$ cat src/hdl/plc_pkg.sv
package plc_pkg;

   localparam int SLOTS_DEF = 32;

   localparam int MODE_W = 3;
   localparam int BLK_W  = 32;
   localparam int SLOT_W = 5;
   localparam int KIND_W = 3;
   localparam int CNT_W  = 16;

   // req tdata: block_number, slot; rsp tdata: slot_res, block_out, dirty_answer
   localparam int REQ_DATA_W = 40;
   localparam int RSP_DATA_W = 40;

   localparam logic [CNT_W-1:0] CNT_MAX = '1;

   localparam logic [MODE_W-1:0] MODE_REQUEST = 3'd0;
   localparam logic [MODE_W-1:0] MODE_RELEASE = 3'd1;
   localparam logic [MODE_W-1:0] MODE_WRBACK  = 3'd2;
   localparam logic [MODE_W-1:0] MODE_FLUSH   = 3'd3;
   localparam logic [MODE_W-1:0] MODE_QUERY   = 3'd4;
   localparam logic [MODE_W-1:0] MODE_MARK    = 3'd5;

   localparam logic [KIND_W-1:0] KIND_HIT   = 3'd0;
   localparam logic [KIND_W-1:0] KIND_LOAD  = 3'd1;
   localparam logic [KIND_W-1:0] KIND_STORE = 3'd2;
   localparam logic [KIND_W-1:0] KIND_QUERY = 3'd3;
   localparam logic [KIND_W-1:0] KIND_DONE  = 3'd4;
   localparam logic [KIND_W-1:0] KIND_ERROR = 3'd5;

endpackage

$ cat src/hdl/pinned_lru_block_cache_control.sv
// Tag and control store of a fully associative block cache with LRU
// replacement and per-slot reference counts.
// Request channel (req_): one transaction per command; req_tuser carries the
// mode, req_tdata the block number and slot index.
// Response channel (rsp_): one or more transactions per command, the final
// one with rsp_tlast high; rsp_tuser carries the result kind.
// Each command is worked by a sequencer around a single compare unit that
// visits one slot per cycle through registered tag, count and rank memories:
//   request: lookup pass, rank pass, then a victim store if one is due
//   write back, dirty query: lookup pass
//   release: read and write of the count; mark dirty and unknown modes: final result only
//   flush: check pass with one store per dirty slot, a final result if none
// req_tready is high only while the sequencer is idle, so one command is
// worked at a time. Results sit in an output register; the next command is
// taken while the last result of the previous one still waits. When the
// receiver stalls, the sequencer holds before loading the next result.
// Reset is synchronous: all slots become invalid, clean and unpinned, and the
// recency order returns to slot index order. No clearing pass is needed.
module pinned_lru_block_cache_control #(
   parameter int SLOTS = plc_pkg::SLOTS_DEF
) (
   input  logic                            clock,
   input  logic                            reset,
   input  logic                            req_tvalid,
   output logic                            req_tready,
   // [31:0] block_number, [36:32] slot, [39:37] zero
   input  logic [plc_pkg::REQ_DATA_W-1:0]  req_tdata,
   // [2:0] mode
   input  logic [plc_pkg::MODE_W-1:0]      req_tuser,
   output logic                            rsp_tvalid,
   input  logic                            rsp_tready,
   // [4:0] slot_res, [36:5] block_out, [37] dirty_answer, [39:38] zero
   output logic [plc_pkg::RSP_DATA_W-1:0]  rsp_tdata,
   // [2:0] kind
   output logic [plc_pkg::KIND_W-1:0]      rsp_tuser,
   output logic                            rsp_tlast
);

   localparam int IDX_W = $clog2(SLOTS);
   localparam logic [IDX_W-1:0] LAST_IDX = IDX_W'(SLOTS - 1);
   localparam logic [31:0] SLOTS_U32 = 32'(SLOTS);

   typedef enum logic [3:0] {
      ST_IDLE,
      ST_SCAN,
      ST_SCAN_TAIL,
      ST_DECIDE,
      ST_SWEEP,
      ST_SWEEP_TAIL,
      ST_EMIT_STORE,
      ST_EMIT_FINAL,
      ST_REL_RD,
      ST_REL_WR,
      ST_FL_CHECK,
      ST_FL_EMIT,
      ST_FL_END
   } state_type;

   // memories
   logic [plc_pkg::BLK_W-1:0] tag_mem  [SLOTS];
   logic [plc_pkg::CNT_W-1:0] cnt_mem  [SLOTS];
   logic [IDX_W-1:0]          rank_mem [SLOTS];

   logic [plc_pkg::BLK_W-1:0] tag_q_ff;
   logic [plc_pkg::CNT_W-1:0] cnt_q_ff;
   logic [IDX_W-1:0]          rank_q_ff;
   logic [IDX_W-1:0]          rd_addr;

   logic                      tag_we;
   logic [IDX_W-1:0]          tag_wa;
   logic                      cnt_we;
   logic [IDX_W-1:0]          cnt_wa;
   logic [plc_pkg::CNT_W-1:0] cnt_wd;
   logic                      rank_we;
   logic [IDX_W-1:0]          rank_wa;
   logic [IDX_W-1:0]          rank_wd;

   // per-slot flags
   logic [SLOTS-1:0] valid_ff, valid_in;
   logic [SLOTS-1:0] dirty_ff, dirty_in;
   logic [SLOTS-1:0] cnt_init_ff, cnt_init_in;
   logic [SLOTS-1:0] rank_init_ff, rank_init_in;

   state_type state_ff, state_in;

   logic [plc_pkg::MODE_W-1:0] mode_ff, mode_in;
   logic [plc_pkg::BLK_W-1:0]  blk_ff, blk_in;
   logic [plc_pkg::SLOT_W-1:0] sl_ff, sl_in;

   logic [IDX_W-1:0] idx_ff, idx_in;
   logic             ev_vld_ff, ev_vld_in;
   logic             ev_sweep_ff, ev_sweep_in;
   logic [IDX_W-1:0] ev_idx_ff, ev_idx_in;

   logic                      hit_fnd_ff, hit_fnd_in;
   logic [IDX_W-1:0]          hit_idx_ff, hit_idx_in;
   logic [IDX_W-1:0]          hit_rank_ff, hit_rank_in;
   logic [plc_pkg::CNT_W-1:0] hit_cnt_ff, hit_cnt_in;

   logic                      vic_fnd_ff, vic_fnd_in;
   logic [IDX_W-1:0]          vic_idx_ff, vic_idx_in;
   logic [IDX_W-1:0]          vic_rank_ff, vic_rank_in;
   logic [plc_pkg::BLK_W-1:0] vic_tag_ff, vic_tag_in;
   logic                      st_pend_ff, st_pend_in;

   logic [IDX_W-1:0] tgt_idx_ff, tgt_idx_in;
   logic [IDX_W-1:0] tgt_rank_ff, tgt_rank_in;

   logic [plc_pkg::KIND_W-1:0] fin_kind_ff, fin_kind_in;
   logic [IDX_W-1:0]           fin_slot_ff, fin_slot_in;
   logic [plc_pkg::BLK_W-1:0]  fin_blk_ff, fin_blk_in;
   logic                       fin_dirty_ff, fin_dirty_in;
   logic                       stored_any_ff, stored_any_in;

   logic                       rsp_valid_ff, rsp_valid_in;
   logic [plc_pkg::KIND_W-1:0] rsp_kind_ff, rsp_kind_in;
   logic [plc_pkg::SLOT_W-1:0] rsp_slot_ff, rsp_slot_in;
   logic [plc_pkg::BLK_W-1:0]  rsp_blk_ff, rsp_blk_in;
   logic                       rsp_dirty_ff, rsp_dirty_in;
   logic                       rsp_last_ff, rsp_last_in;

   logic                       req_acc;
   logic                       out_free;
   logic [plc_pkg::BLK_W-1:0]  req_blk;
   logic [plc_pkg::SLOT_W-1:0] req_sl;
   logic [IDX_W-1:0]           req_addr;
   logic                       req_in_range;
   logic [IDX_W-1:0]           sl_addr;
   logic                       sl_in_range;
   logic [plc_pkg::CNT_W-1:0]  ev_cnt;
   logic [IDX_W-1:0]           ev_rank;
   logic [SLOTS-1:0]           idx_onehot;
   logic [SLOTS-1:0]           dirty_left;

   assign req_blk      = req_tdata[plc_pkg::BLK_W-1:0];
   assign req_sl       = req_tdata[plc_pkg::BLK_W+plc_pkg::SLOT_W-1:plc_pkg::BLK_W];
   assign req_addr     = IDX_W'(req_sl);
   assign req_in_range = 32'(req_sl) < SLOTS_U32;
   assign sl_addr      = IDX_W'(sl_ff);
   assign sl_in_range  = 32'(sl_ff) < SLOTS_U32;

   assign req_tready = (state_ff == ST_IDLE);
   assign req_acc    = req_tvalid && req_tready;
   assign out_free   = !rsp_valid_ff || rsp_tready;

   assign rd_addr = (state_ff == ST_REL_RD) ? sl_addr : idx_ff;

   // slots never written read as their reset values
   assign ev_cnt  = cnt_init_ff[ev_idx_ff] ? cnt_q_ff : '0;
   assign ev_rank = rank_init_ff[ev_idx_ff] ? rank_q_ff : ev_idx_ff;

   assign idx_onehot = SLOTS'(1) << idx_ff;
   assign dirty_left = valid_ff & dirty_ff & ~idx_onehot;

   always_comb begin
      state_in      = state_ff;
      mode_in       = mode_ff;
      blk_in        = blk_ff;
      sl_in         = sl_ff;
      idx_in        = idx_ff;
      ev_vld_in     = 1'b0;
      ev_sweep_in   = ev_sweep_ff;
      ev_idx_in     = ev_idx_ff;
      hit_fnd_in    = hit_fnd_ff;
      hit_idx_in    = hit_idx_ff;
      hit_rank_in   = hit_rank_ff;
      hit_cnt_in    = hit_cnt_ff;
      vic_fnd_in    = vic_fnd_ff;
      vic_idx_in    = vic_idx_ff;
      vic_rank_in   = vic_rank_ff;
      vic_tag_in    = vic_tag_ff;
      st_pend_in    = st_pend_ff;
      tgt_idx_in    = tgt_idx_ff;
      tgt_rank_in   = tgt_rank_ff;
      fin_kind_in   = fin_kind_ff;
      fin_slot_in   = fin_slot_ff;
      fin_blk_in    = fin_blk_ff;
      fin_dirty_in  = fin_dirty_ff;
      stored_any_in = stored_any_ff;
      valid_in      = valid_ff;
      dirty_in      = dirty_ff;
      cnt_init_in   = cnt_init_ff;
      rank_init_in  = rank_init_ff;
      rsp_valid_in  = rsp_valid_ff && !rsp_tready;
      rsp_kind_in   = rsp_kind_ff;
      rsp_slot_in   = rsp_slot_ff;
      rsp_blk_in    = rsp_blk_ff;
      rsp_dirty_in  = rsp_dirty_ff;
      rsp_last_in   = rsp_last_ff;
      tag_we        = 1'b0;
      tag_wa        = vic_idx_ff;
      cnt_we        = 1'b0;
      cnt_wa        = ev_idx_ff;
      cnt_wd        = ev_cnt;
      rank_we       = 1'b0;
      rank_wa       = ev_idx_ff;
      rank_wd       = ev_rank;

      // shared compare unit: one slot per cycle
      if (ev_vld_ff && !ev_sweep_ff) begin
         if (!hit_fnd_ff && valid_ff[ev_idx_ff] && (tag_q_ff == blk_ff)) begin
            hit_fnd_in  = 1'b1;
            hit_idx_in  = ev_idx_ff;
            hit_rank_in = ev_rank;
            hit_cnt_in  = ev_cnt;
         end
         if ((ev_cnt == '0) && (!vic_fnd_ff || (ev_rank < vic_rank_ff))) begin
            vic_fnd_in  = 1'b1;
            vic_idx_in  = ev_idx_ff;
            vic_rank_in = ev_rank;
            vic_tag_in  = tag_q_ff;
         end
      end
      if (ev_vld_ff && ev_sweep_ff) begin
         rank_we = 1'b1;
         rank_init_in[ev_idx_ff] = 1'b1;
         if (ev_idx_ff == tgt_idx_ff) begin
            rank_wd = LAST_IDX;
         end else if (ev_rank > tgt_rank_ff) begin
            rank_wd = ev_rank - IDX_W'(1);
         end
      end

      case (state_ff)
         ST_IDLE: begin
            if (req_acc) begin
               mode_in       = req_tuser;
               blk_in        = req_blk;
               sl_in         = req_sl;
               idx_in        = '0;
               hit_fnd_in    = 1'b0;
               vic_fnd_in    = 1'b0;
               stored_any_in = 1'b0;
               fin_kind_in   = plc_pkg::KIND_DONE;
               fin_slot_in   = '0;
               fin_blk_in    = '0;
               fin_dirty_in  = 1'b0;
               case (req_tuser)
                  plc_pkg::MODE_REQUEST,
                  plc_pkg::MODE_WRBACK,
                  plc_pkg::MODE_QUERY: state_in = ST_SCAN;
                  plc_pkg::MODE_RELEASE: state_in = ST_REL_RD;
                  plc_pkg::MODE_FLUSH: state_in = ST_FL_CHECK;
                  plc_pkg::MODE_MARK: begin
                     if (req_in_range && valid_ff[req_addr]) begin
                        dirty_in[req_addr] = 1'b1;
                     end
                     state_in = ST_EMIT_FINAL;
                  end
                  default: state_in = ST_EMIT_FINAL;
               endcase
            end
         end
         ST_SCAN: begin
            ev_vld_in   = 1'b1;
            ev_sweep_in = 1'b0;
            ev_idx_in   = idx_ff;
            if (idx_ff == LAST_IDX) begin
               state_in = ST_SCAN_TAIL;
            end else begin
               idx_in = idx_ff + IDX_W'(1);
            end
         end
         ST_SCAN_TAIL: state_in = ST_DECIDE;
         ST_DECIDE: begin
            idx_in     = '0;
            st_pend_in = 1'b0;
            fin_blk_in = blk_ff;
            state_in   = ST_EMIT_FINAL;
            case (mode_ff)
               plc_pkg::MODE_REQUEST: begin
                  if (hit_fnd_ff) begin
                     cnt_we  = 1'b1;
                     cnt_wa  = hit_idx_ff;
                     cnt_wd  = (hit_cnt_ff == plc_pkg::CNT_MAX) ? hit_cnt_ff
                                                                : hit_cnt_ff + 16'd1;
                     cnt_init_in[hit_idx_ff] = 1'b1;
                     tgt_idx_in  = hit_idx_ff;
                     tgt_rank_in = hit_rank_ff;
                     fin_kind_in = plc_pkg::KIND_HIT;
                     fin_slot_in = hit_idx_ff;
                     state_in    = ST_SWEEP;
                  end else if (!vic_fnd_ff) begin
                     fin_kind_in = plc_pkg::KIND_ERROR;
                     fin_slot_in = '0;
                  end else begin
                     st_pend_in = valid_ff[vic_idx_ff] && dirty_ff[vic_idx_ff];
                     tag_we     = 1'b1;
                     tag_wa     = vic_idx_ff;
                     valid_in[vic_idx_ff] = 1'b1;
                     dirty_in[vic_idx_ff] = 1'b0;
                     cnt_we     = 1'b1;
                     cnt_wa     = vic_idx_ff;
                     cnt_wd     = 16'd1;
                     cnt_init_in[vic_idx_ff] = 1'b1;
                     tgt_idx_in  = vic_idx_ff;
                     tgt_rank_in = vic_rank_ff;
                     fin_kind_in = plc_pkg::KIND_LOAD;
                     fin_slot_in = vic_idx_ff;
                     state_in    = ST_SWEEP;
                  end
               end
               plc_pkg::MODE_WRBACK: begin
                  if (hit_fnd_ff && dirty_ff[hit_idx_ff]) begin
                     dirty_in[hit_idx_ff] = 1'b0;
                     fin_kind_in = plc_pkg::KIND_STORE;
                     fin_slot_in = hit_idx_ff;
                  end else begin
                     fin_kind_in = plc_pkg::KIND_DONE;
                     fin_slot_in = '0;
                     fin_blk_in  = '0;
                  end
               end
               plc_pkg::MODE_QUERY: begin
                  fin_kind_in  = plc_pkg::KIND_QUERY;
                  fin_slot_in  = hit_fnd_ff ? hit_idx_ff : '0;
                  fin_dirty_in = hit_fnd_ff && dirty_ff[hit_idx_ff];
               end
               default: begin
                  fin_kind_in = plc_pkg::KIND_DONE;
                  fin_slot_in = '0;
                  fin_blk_in  = '0;
               end
            endcase
         end
         ST_SWEEP: begin
            ev_vld_in   = 1'b1;
            ev_sweep_in = 1'b1;
            ev_idx_in   = idx_ff;
            if (idx_ff == LAST_IDX) begin
               state_in = ST_SWEEP_TAIL;
            end else begin
               idx_in = idx_ff + IDX_W'(1);
            end
         end
         ST_SWEEP_TAIL: state_in = st_pend_ff ? ST_EMIT_STORE : ST_EMIT_FINAL;
         ST_EMIT_STORE: begin
            if (out_free) begin
               rsp_valid_in = 1'b1;
               rsp_kind_in  = plc_pkg::KIND_STORE;
               rsp_slot_in  = plc_pkg::SLOT_W'(vic_idx_ff);
               rsp_blk_in   = vic_tag_ff;
               rsp_dirty_in = 1'b0;
               rsp_last_in  = 1'b0;
               state_in     = ST_EMIT_FINAL;
            end
         end
         ST_EMIT_FINAL: begin
            if (out_free) begin
               rsp_valid_in = 1'b1;
               rsp_kind_in  = fin_kind_ff;
               rsp_slot_in  = plc_pkg::SLOT_W'(fin_slot_ff);
               rsp_blk_in   = fin_blk_ff;
               rsp_dirty_in = fin_dirty_ff;
               rsp_last_in  = 1'b1;
               state_in     = ST_IDLE;
            end
         end
         ST_REL_RD: begin
            ev_idx_in = sl_addr;
            state_in  = ST_REL_WR;
         end
         ST_REL_WR: begin
            if (sl_in_range && (ev_cnt != '0)) begin
               cnt_we = 1'b1;
               cnt_wa = ev_idx_ff;
               cnt_wd = ev_cnt - 16'd1;
               cnt_init_in[ev_idx_ff] = 1'b1;
            end
            state_in = ST_EMIT_FINAL;
         end
         ST_FL_CHECK: begin
            if (valid_ff[idx_ff] && dirty_ff[idx_ff]) begin
               state_in = ST_FL_EMIT;
            end else if (idx_ff == LAST_IDX) begin
               state_in = ST_FL_END;
            end else begin
               idx_in = idx_ff + IDX_W'(1);
            end
         end
         ST_FL_EMIT: begin
            if (out_free) begin
               rsp_valid_in     = 1'b1;
               rsp_kind_in      = plc_pkg::KIND_STORE;
               rsp_slot_in      = plc_pkg::SLOT_W'(idx_ff);
               rsp_blk_in       = tag_q_ff;
               rsp_dirty_in     = 1'b0;
               rsp_last_in      = (dirty_left == '0);
               dirty_in[idx_ff] = 1'b0;
               stored_any_in    = 1'b1;
               if (idx_ff == LAST_IDX) begin
                  state_in = ST_FL_END;
               end else begin
                  idx_in   = idx_ff + IDX_W'(1);
                  state_in = ST_FL_CHECK;
               end
            end
         end
         ST_FL_END: begin
            valid_in = '0;
            dirty_in = '0;
            state_in = stored_any_ff ? ST_IDLE : ST_EMIT_FINAL;
         end
         default: state_in = ST_IDLE;
      endcase
   end

   always_ff @(posedge clock) begin
      if (reset) begin
         state_ff     <= ST_IDLE;
         ev_vld_ff    <= 1'b0;
         valid_ff     <= '0;
         dirty_ff     <= '0;
         cnt_init_ff  <= '0;
         rank_init_ff <= '0;
         rsp_valid_ff <= 1'b0;
      end else begin
         state_ff     <= state_in;
         ev_vld_ff    <= ev_vld_in;
         valid_ff     <= valid_in;
         dirty_ff     <= dirty_in;
         cnt_init_ff  <= cnt_init_in;
         rank_init_ff <= rank_init_in;
         rsp_valid_ff <= rsp_valid_in;
      end
      mode_ff       <= mode_in;
      blk_ff        <= blk_in;
      sl_ff         <= sl_in;
      idx_ff        <= idx_in;
      ev_sweep_ff   <= ev_sweep_in;
      ev_idx_ff     <= ev_idx_in;
      hit_fnd_ff    <= hit_fnd_in;
      hit_idx_ff    <= hit_idx_in;
      hit_rank_ff   <= hit_rank_in;
      hit_cnt_ff    <= hit_cnt_in;
      vic_fnd_ff    <= vic_fnd_in;
      vic_idx_ff    <= vic_idx_in;
      vic_rank_ff   <= vic_rank_in;
      vic_tag_ff    <= vic_tag_in;
      st_pend_ff    <= st_pend_in;
      tgt_idx_ff    <= tgt_idx_in;
      tgt_rank_ff   <= tgt_rank_in;
      fin_kind_ff   <= fin_kind_in;
      fin_slot_ff   <= fin_slot_in;
      fin_blk_ff    <= fin_blk_in;
      fin_dirty_ff  <= fin_dirty_in;
      stored_any_ff <= stored_any_in;
      rsp_kind_ff   <= rsp_kind_in;
      rsp_slot_ff   <= rsp_slot_in;
      rsp_blk_ff    <= rsp_blk_in;
      rsp_dirty_ff  <= rsp_dirty_in;
      rsp_last_ff   <= rsp_last_in;
   end

   always_ff @(posedge clock) begin
      if (tag_we) begin
         tag_mem[tag_wa] <= blk_ff;
      end
      if (cnt_we) begin
         cnt_mem[cnt_wa] <= cnt_wd;
      end
      if (rank_we) begin
         rank_mem[rank_wa] <= rank_wd;
      end
      tag_q_ff  <= tag_mem[rd_addr];
      cnt_q_ff  <= cnt_mem[rd_addr];
      rank_q_ff <= rank_mem[rd_addr];
   end

   assign rsp_tvalid = rsp_valid_ff;
   assign rsp_tdata  = {2'b00, rsp_dirty_ff, rsp_blk_ff, rsp_slot_ff};
   assign rsp_tuser  = rsp_kind_ff;
   assign rsp_tlast  = rsp_last_ff;

   a_busy_after_accept: assert property (@(posedge clock) disable iff (reset)
      req_acc |=> (state_ff != ST_IDLE))
      else $error("sequencer stayed idle after a command was taken");

   a_final_holds_on_stall: assert property (@(posedge clock) disable iff (reset)
      (state_ff == ST_EMIT_FINAL) && rsp_valid_ff && !rsp_tready
         |=> (state_ff == ST_EMIT_FINAL))
      else $error("final result loaded while the output register was full");

   a_flush_clears: assert property (@(posedge clock) disable iff (reset)
      (state_ff == ST_FL_END) |=> (valid_ff == '0) && (dirty_ff == '0))
      else $error("flush left a valid or dirty slot");

   a_only_store_not_last: assert property (@(posedge clock) disable iff (reset)
      rsp_valid_ff && !rsp_last_ff |-> (rsp_kind_ff == plc_pkg::KIND_STORE))
      else $error("non-final result that is not a store");

   a_load_slot_valid: assert property (@(posedge clock) disable iff (reset)
      rsp_valid_ff && (rsp_kind_ff == plc_pkg::KIND_LOAD) && (state_ff == ST_IDLE)
         |-> valid_ff[vic_idx_ff])
      else $error("load issued for a slot that is not valid");

endmodule

$ cat config.mk
export PLATFORM = sky130hd
export DESIGN_NAME = pinned_lru_block_cache_control
export DESIGN_NICKNAME = d
export VERILOG_FILES = /design/src/hdl/plc_pkg.sv /design/src/hdl/pinned_lru_block_cache_control.sv
export SDC_FILE = /design/constraint.sdc
export NUM_CORES = 2
export LEC_CHECK = 0
export ABC_AREA = 1
export BUFFER_PORTS_ARGS = -buffer_cell sky130_fd_sc_hd__clkbuf_2
export CORE_MARGIN = 1
export CORE_UTILIZATION = 57
export CTS_CLUSTER_DIAMETER = 40
export CTS_CLUSTER_SIZE = 30
export DETAILED_ROUTE_END_ITERATION = 10
export PLACE_DENSITY = 0.77
export SETUP_SLACK_MARGIN = 0.2
export SYNTH_ARGS = -nofsm -noshare
export SYNTH_HDL_FRONTEND = slang
export SYNTH_SLANG_ARGS = --single-unit
$ cat constraint.sdc
create_clock -name clock -period 4.86 [get_ports clock]
set_clock_uncertainty 0.1 [all_clocks]
set_input_delay 0.729 -clock clock [delete_from_list [all_inputs] [get_ports clock]]
set_output_delay 0.729 -clock clock [all_outputs]
set_load 0.01 [all_outputs]
* After elaboration in Yosys (flattened, before gate mapping)
Memories as Yosys holds them, arrays and structs flattened. A register that Yosys moved wholly into a read port is not among the register bits.
Index checks and enable logic that the tools add are counted.
** Storage, ports and cells
- Flip-flop bits (word level) :: 350
- Bits in writable memories :: 1696
- Input port bits :: 47
- Output and inout bits :: 46
- Word-level logic and storage cells :: 326
- Memories :: 3
** Operators by class
- $add $sub $neg :: 4
- Order comparisons :: 12
- Equal/unequal tests :: 44
- Shift-type cells :: 1
- Mux-type cells :: 152
- Bitwise operators :: 17
- Reductions and logical operators :: 59
** Memories
- tag_mem :: words 32, width 32, read ports 1, clocked after memory_dff 1, write ports 1, line pinned_lru_block_cache_control.sv:60 : logic [plc_pkg::BLK_W-1:0] tag_mem [SLOTS];
- cnt_mem :: words 32, width 16, read ports 1, clocked after memory_dff 1, write ports 1, line pinned_lru_block_cache_control.sv:61 : logic [plc_pkg::CNT_W-1:0] cnt_mem [SLOTS];
- rank_mem :: words 32, width 5, read ports 1, clocked after memory_dff 1, write ports 1, line pinned_lru_block_cache_control.sv:62 : logic [IDX_W-1:0] rank_mem [SLOTS];
** Operators by type and width (count)
- 2-to-1 mux 32 bit :: 19
- one-hot mux 32 bit (2 select lines) :: 5
- bitwise OR 32 bit :: 6
- AND 32 bit :: 5
- inverter 32 bit :: 4
- one-hot mux 32 bit (4 select lines) :: 1
- 2-to-1 mux 5 bit :: 24
- 2-to-1 mux 16 bit :: 6
- one-hot mux 32 bit (3 select lines) :: 1
- one-hot mux 4 bit (13 select lines) :: 1
- 2-to-1 mux 1 bit :: 46
- binary-select mux 1 bit (select 5 bit) :: 9
- == test 32 bit :: 1
- zero test 32 bit :: 1
- 2-to-1 mux 4 bit :: 8
- one-hot mux 16 bit (2 select lines) :: 1
- left shift 1 x 5 -> 32 bit (first input constant) :: 1
- less-than comparator 5 x 6 -> 1 bit (second input constant) :: 5
- one-hot mux 5 bit (3 select lines) :: 2
- demux 1 bit (select 5 bit) :: 5
- greater-or-equal comparator 5 x 1 -> 1 bit (second input constant) :: 5
- one-hot mux 5 bit (5 select lines) :: 1
- 2-to-1 mux 3 bit :: 8
- == test 4 bit (second input constant) :: 5
- 45 further kinds :: 119

* Logic depth before layout (Yosys ltp)
- Word-level depth :: 10
- Gate-level depth with buffers :: 24
- Mapped depth without buffers :: 21

* Least setup slack after synthesis
No wires, ideal clock.
- Path type :: register to register
- Start point :: register ev_idx_ff[0]
- End point :: register vic_idx_ff[0] (enable)
- Setup time :: 453 ps
- Data arrival time :: 4530 ps
- Data required time :: 4307 ps
- Path slack :: -223 ps
- Cell stages (with the launch flop) :: 20
- Buffers on the path :: 3
- Period minus slack after synthesis :: 5083 ps
- Path through :: edfxtp_1 buf_6 inv_2 buf_6 nor2_1 buf_2 nand2_1 o21ai_0 o21ai_0 nand2_1 nor2_1 nand2_2 o21ai_0 inv_1 ha_1 nand2_1 nor2_1 a211oi_1 nand2_1 a21boi_1
** On the way
- Cells in the longest elaborated chain, start to end :: 7
- Elaborated cells on any way between the ends :: 11
- Those cells by class :: order compare (1); mux (6); reduce/logical (4)
** Ends and longest elaborated chain
- start: declaration :: line pinned_lru_block_cache_control.sv:93 : logic [IDX_W-1:0] ev_idx_ff, ev_idx_in;
- start signal: assignment :: line pinned_lru_block_cache_control.sv:431 : ev_idx_ff <= ev_idx_in;
- binary-select mux 1 bit (select 5 bit) :: line pinned_lru_block_cache_control.sv:150 : assign ev_rank = rank_init_ff[ev_idx_ff] ? rank_q_ff : ev_idx_ff;
- 2-to-1 mux 1 bit (implied by the code) :: line pinned_lru_block_cache_control.sv:150
- 2-to-1 mux 5 bit :: line pinned_lru_block_cache_control.sv:150
- named net ev_rank[3] :: line pinned_lru_block_cache_control.sv:131 : logic [IDX_W-1:0] ev_rank;
- less-than comparator 5 bit :: line pinned_lru_block_cache_control.sv:207 : if ((ev_cnt == '0) && (!vic_fnd_ff || (ev_rank < vic_rank_ff))) begin
- logical OR 1 bit :: line pinned_lru_block_cache_control.sv:207
- logical AND 1 bit :: line pinned_lru_block_cache_control.sv:207
- AND reduction 2 bit (no source line)
- end signal: assignment :: line pinned_lru_block_cache_control.sv:437 : vic_idx_ff <= vic_idx_in;
- end: declaration :: line pinned_lru_block_cache_control.sv:101 : logic [IDX_W-1:0] vic_idx_ff, vic_idx_in;
The timed path passes the listed nets, and every way through them passes these cells. The select of a mux whose other input is x is not followed.
A chain may end at the register's enable or synchronous reset.

* Worst setup path after layout
- Start point :: register mode_ff[0] (netlist name)
- End point :: memory tag_mem[12][25] (netlist name) (enable)
** On the way
- Cells in the longest elaborated chain, start to end :: 5
** Ends and longest elaborated chain
- start: declaration :: line pinned_lru_block_cache_control.sv:86 : logic [plc_pkg::MODE_W-1:0] mode_ff, mode_in;
- start signal: assignment :: line pinned_lru_block_cache_control.sv:426 : mode_ff <= mode_in;
- zero test 3 bit :: line pinned_lru_block_cache_control.sv:270 : case (mode_ff)
- 2-to-1 mux 1 bit :: line pinned_lru_block_cache_control.sv:270
- 2-to-1 mux 1 bit :: line pinned_lru_block_cache_control.sv:224 : case (state_ff)
- 2-to-1 mux 1 bit :: line pinned_lru_block_cache_control.sv:456 : if (tag_we) begin
- 2-to-1 mux 1 bit (implied by the code) :: line pinned_lru_block_cache_control.sv:457 : tag_mem[tag_wa] <= blk_ff;
- end: declaration :: line pinned_lru_block_cache_control.sv:60
No other way between the ends.

==> out/results.txt <==
Post-synth top cells - edfxtp_1 (1910), nor2_1 (1211), o21ai_0 (1098)
Setup total negative slack - 0 ns
Syn. warnings - 0
Cell taking the most area after synthesis - edfxtp_1
TritonRoute pass-1 iters - 6
Worst Hold Class - input port to register
Reg2Reg Capture Point - tag_mem[12][25]
Pin count of the biggest net entering global routing - 142
RSZ-0062 raised after global routing - no
Worst Hold Launch - reset
WHS Path Cells - 2
Fmax - 235 MHz
Worst EP arrival - 4.63 ns
Post-synthesis cell area - 87400 sq um
Top cell type's share of synthesized area - 0.656
Layout cells sized above 1 - 0.107
Finished Layout Cells - 9916
# setup viols final - 0
Max reg flops - 1024
Crit Path Class - register to register
Initial antenna violation count - 7
Hold Fails Final Rpt - 0
Worst-Margin Slew - 1.26 ns
Die W - 394 um
PwrDens - 613 nW/um^2
Worst ir drop on vdd - 0.833 mV
Final net count - 7745
Core Area - 152000 sq um
# clock sinks - 2099
Count leader, synth - edfxtp_1
WP buf/inv - 3
Vias in the first global route - 62000
Final WL - 267 mm
Hold Crit Endpoint - rsp_tvalid
Hold_ws - 0.0524 ns
Largest delay share family, worst path - simple AND/OR/NAND/NOR gates
Reg with most FFs - tag_mem
Critical path endpoint category - register
Synthesized flop and latch total - 2099
CTS max path bufs - 3
CTS buffer count - 230
Via count - 65400
Drt via density - 6.60
Synth Flop Type - edfxtp_1
Max stage delay cell, worst path - buf_4
Final Total Pwr - 61.2 mW
Drt wl/cell - 27.0 um
Max-cap violations - 0
Worst EP required - 5.24 ns
Post-Synthesis Cells - 7579
H-tree lvl count - 4
Skew-Pair Late Insertion Delay - 0.90 ns
Tot GR Track Use - 0.336
Total setup buffers inserted after CTS - 0
EDFF count, synth - 1910
Die Y - 394 um
Row count - 143
Util after Layout - 0.657
Path depth of the worst reg2reg path - 8
Hpwl dp - 148 mm
N_diodes - 0
CTS tree - done
Area delta synth->final - 14.2%
Die area - 155000 sq um
Grt ovf - 0
GPL Wtd Cong - 0.954
Crit path largest cell delay - 0.67 ns
Ranking of synthesized cells by area - edfxtp_1 (66%), o21ai_0 (6.3%), nor2_1 (5.2%), dfxtp_1 (4.3%), nand2_1 (3.2%)
Reg clk slew, reported paths - 0.08 ns
Worst r2r src - mode_ff[0]
Tmin final - 4.25 ns
DRT antenna net count - 0
Seq/Total Area, Yosys - 0.699
Critical path cell sequence - nor2_1 -> inv_2 -> nor2_1 -> inv_2 -> nor3_1 -> nand2_2 -> nor3_2 -> buf_4
Fill count - 10700
Max-slew violations - 0
CTS Root Cell - clkbuf_16
Final Cycle Share - 0.874
Slew margin rel. - 0.162
Dpl cells - 9442
Global-route wire length before repair - 389 mm
Leakage power - 33.0 nW
Unique masters post-synth - 53
Initial core utilization - 0.575
DR DRC count - 0
DRT iter0 DRCs - 10200
Syn Area/Cell - 11.5 sq um
Async SR Flop Fraction - 0
I/O pins - 93
Reg2reg setup slack - 0.61 ns
CP Launch Type - register
Largest registers - tag_mem: 1024 flops, cnt_mem: 512 flops, rank_mem: 160 flops
Status - complete, no violations
Crit-path max FO - 32
PortBufs - 87
==> per-stage QoR <==
stage / instance area, sq um / setup WS [ns]
after floorplan: 87500 / 0.508
after global placement: 91200 / 0.792
after detailed placement: 91200 / 0.758
after CTS: 99800 / 0.625
after global routing: 99800 / 0.292
final: 99800 / 0.612
==> what timing repair did <==
| action | CTS | global route |
|---|---|---|
| endpoints found under the hold margin | 35 | 0 |
| gates resized for setup | 0 | 2 |
| setup endpoints to repair | 0 | 67 |
| hold buffers | 35 | 0 |
==> metal layers <==
| metal | track usage | share of wire | up-vias |
|---|---|---|---|
| met3 | 0.0753 | 0.14 | 892 |
| met2 | 0.515 | 0.45 | 5137 |
| met4 | 0.162 | 0.051 | 10 |
| met1 | 0.459 | 0.36 | 31400 |
| li1 | - | - | 28000 |
| met5 | 0 | 0.00022 | - |
==> how the worst max path moves through the flow <==
stage | slack, ns | cells after the start | endpoint | from
after detailed placement | 0.76 | 20 | rank_mem[11][4] | ev_idx_ff[0]
after floorplan | 0.51 | 5 | fin_dirty_ff | req_tvalid
final | 0.61 | 8 | tag_mem[12][25] | mode_ff[0]
after global routing | 0.29 | 20 | rank_mem[2][4] | ev_idx_ff[0]
after CTS | 0.62 | 20 | rank_mem[2][4] | ev_idx_ff[0]
after global placement | 0.79 | 20 | rank_mem[22][4] | ev_idx_ff[0]
==> worst register-to-register path, cell delays in order, from the launching register on <==
cell,delay [ns]
edfxtp_1,0.39
nor2_1,0.50
inv_2,0.12
nor2_1,0.37
inv_2,0.20
nor3_1,0.53
nand2_2,0.61
nor3_2,0.29
buf_4,0.67
==> where the power goes <==
part           internal (mW)  leakage [nW]  switching [mW]
sequential              21.4          18.3           0.899
clock                   10.3          3.92            8.08
combinational           5.60          10.7            14.9
==> cells in the final DEF (no fill, tap or decap), types with 58 or more instances in the layout <==
cell and count:
a21oi_1 209, buf_12 59, buf_4 187, clkbuf_16 231
clkbuf_2 86, dfxtp_1 188, edfxtp_1 1910, inv_1 345
nand2_1 730, nand3_1 320, nor2_1 1199, nor3_1 58
o21ai_0 1096, o21ai_1 118, o221ai_1 269, o22ai_1 251
==> cell families (layout without fill, tap and decap cells) <==
family	after synthesis	in the layout	synth area share
DFF	2099	2099	0.699
and+or+nand+nor	2431	2431	0.113
xor gates and xnor gates	15	15	0.00150
other	1	2	0.0000429
adders and majority gates	19	19	0.00272
AOI/OAI and AO/OA	2139	2139	0.144
buffers and inverters	875	1181	0.0399
==> cell type report <==
class | count | area (sq um) | share of cell area
tap | 2030 | 2540 | 0.0254
inverter | 374 | 1420 | 0.0142
timing repair buffer | 368 | 3370 | 0.0338
clock buffer | 246 | 5880 | 0.0589
clock inverter | 193 | 2370 | 0.0237
sequential | 2099 | 61100 | 0.612
multi-input combinational | 4606 | 23100 | 0.232
(Power assumes the default switching activity.)
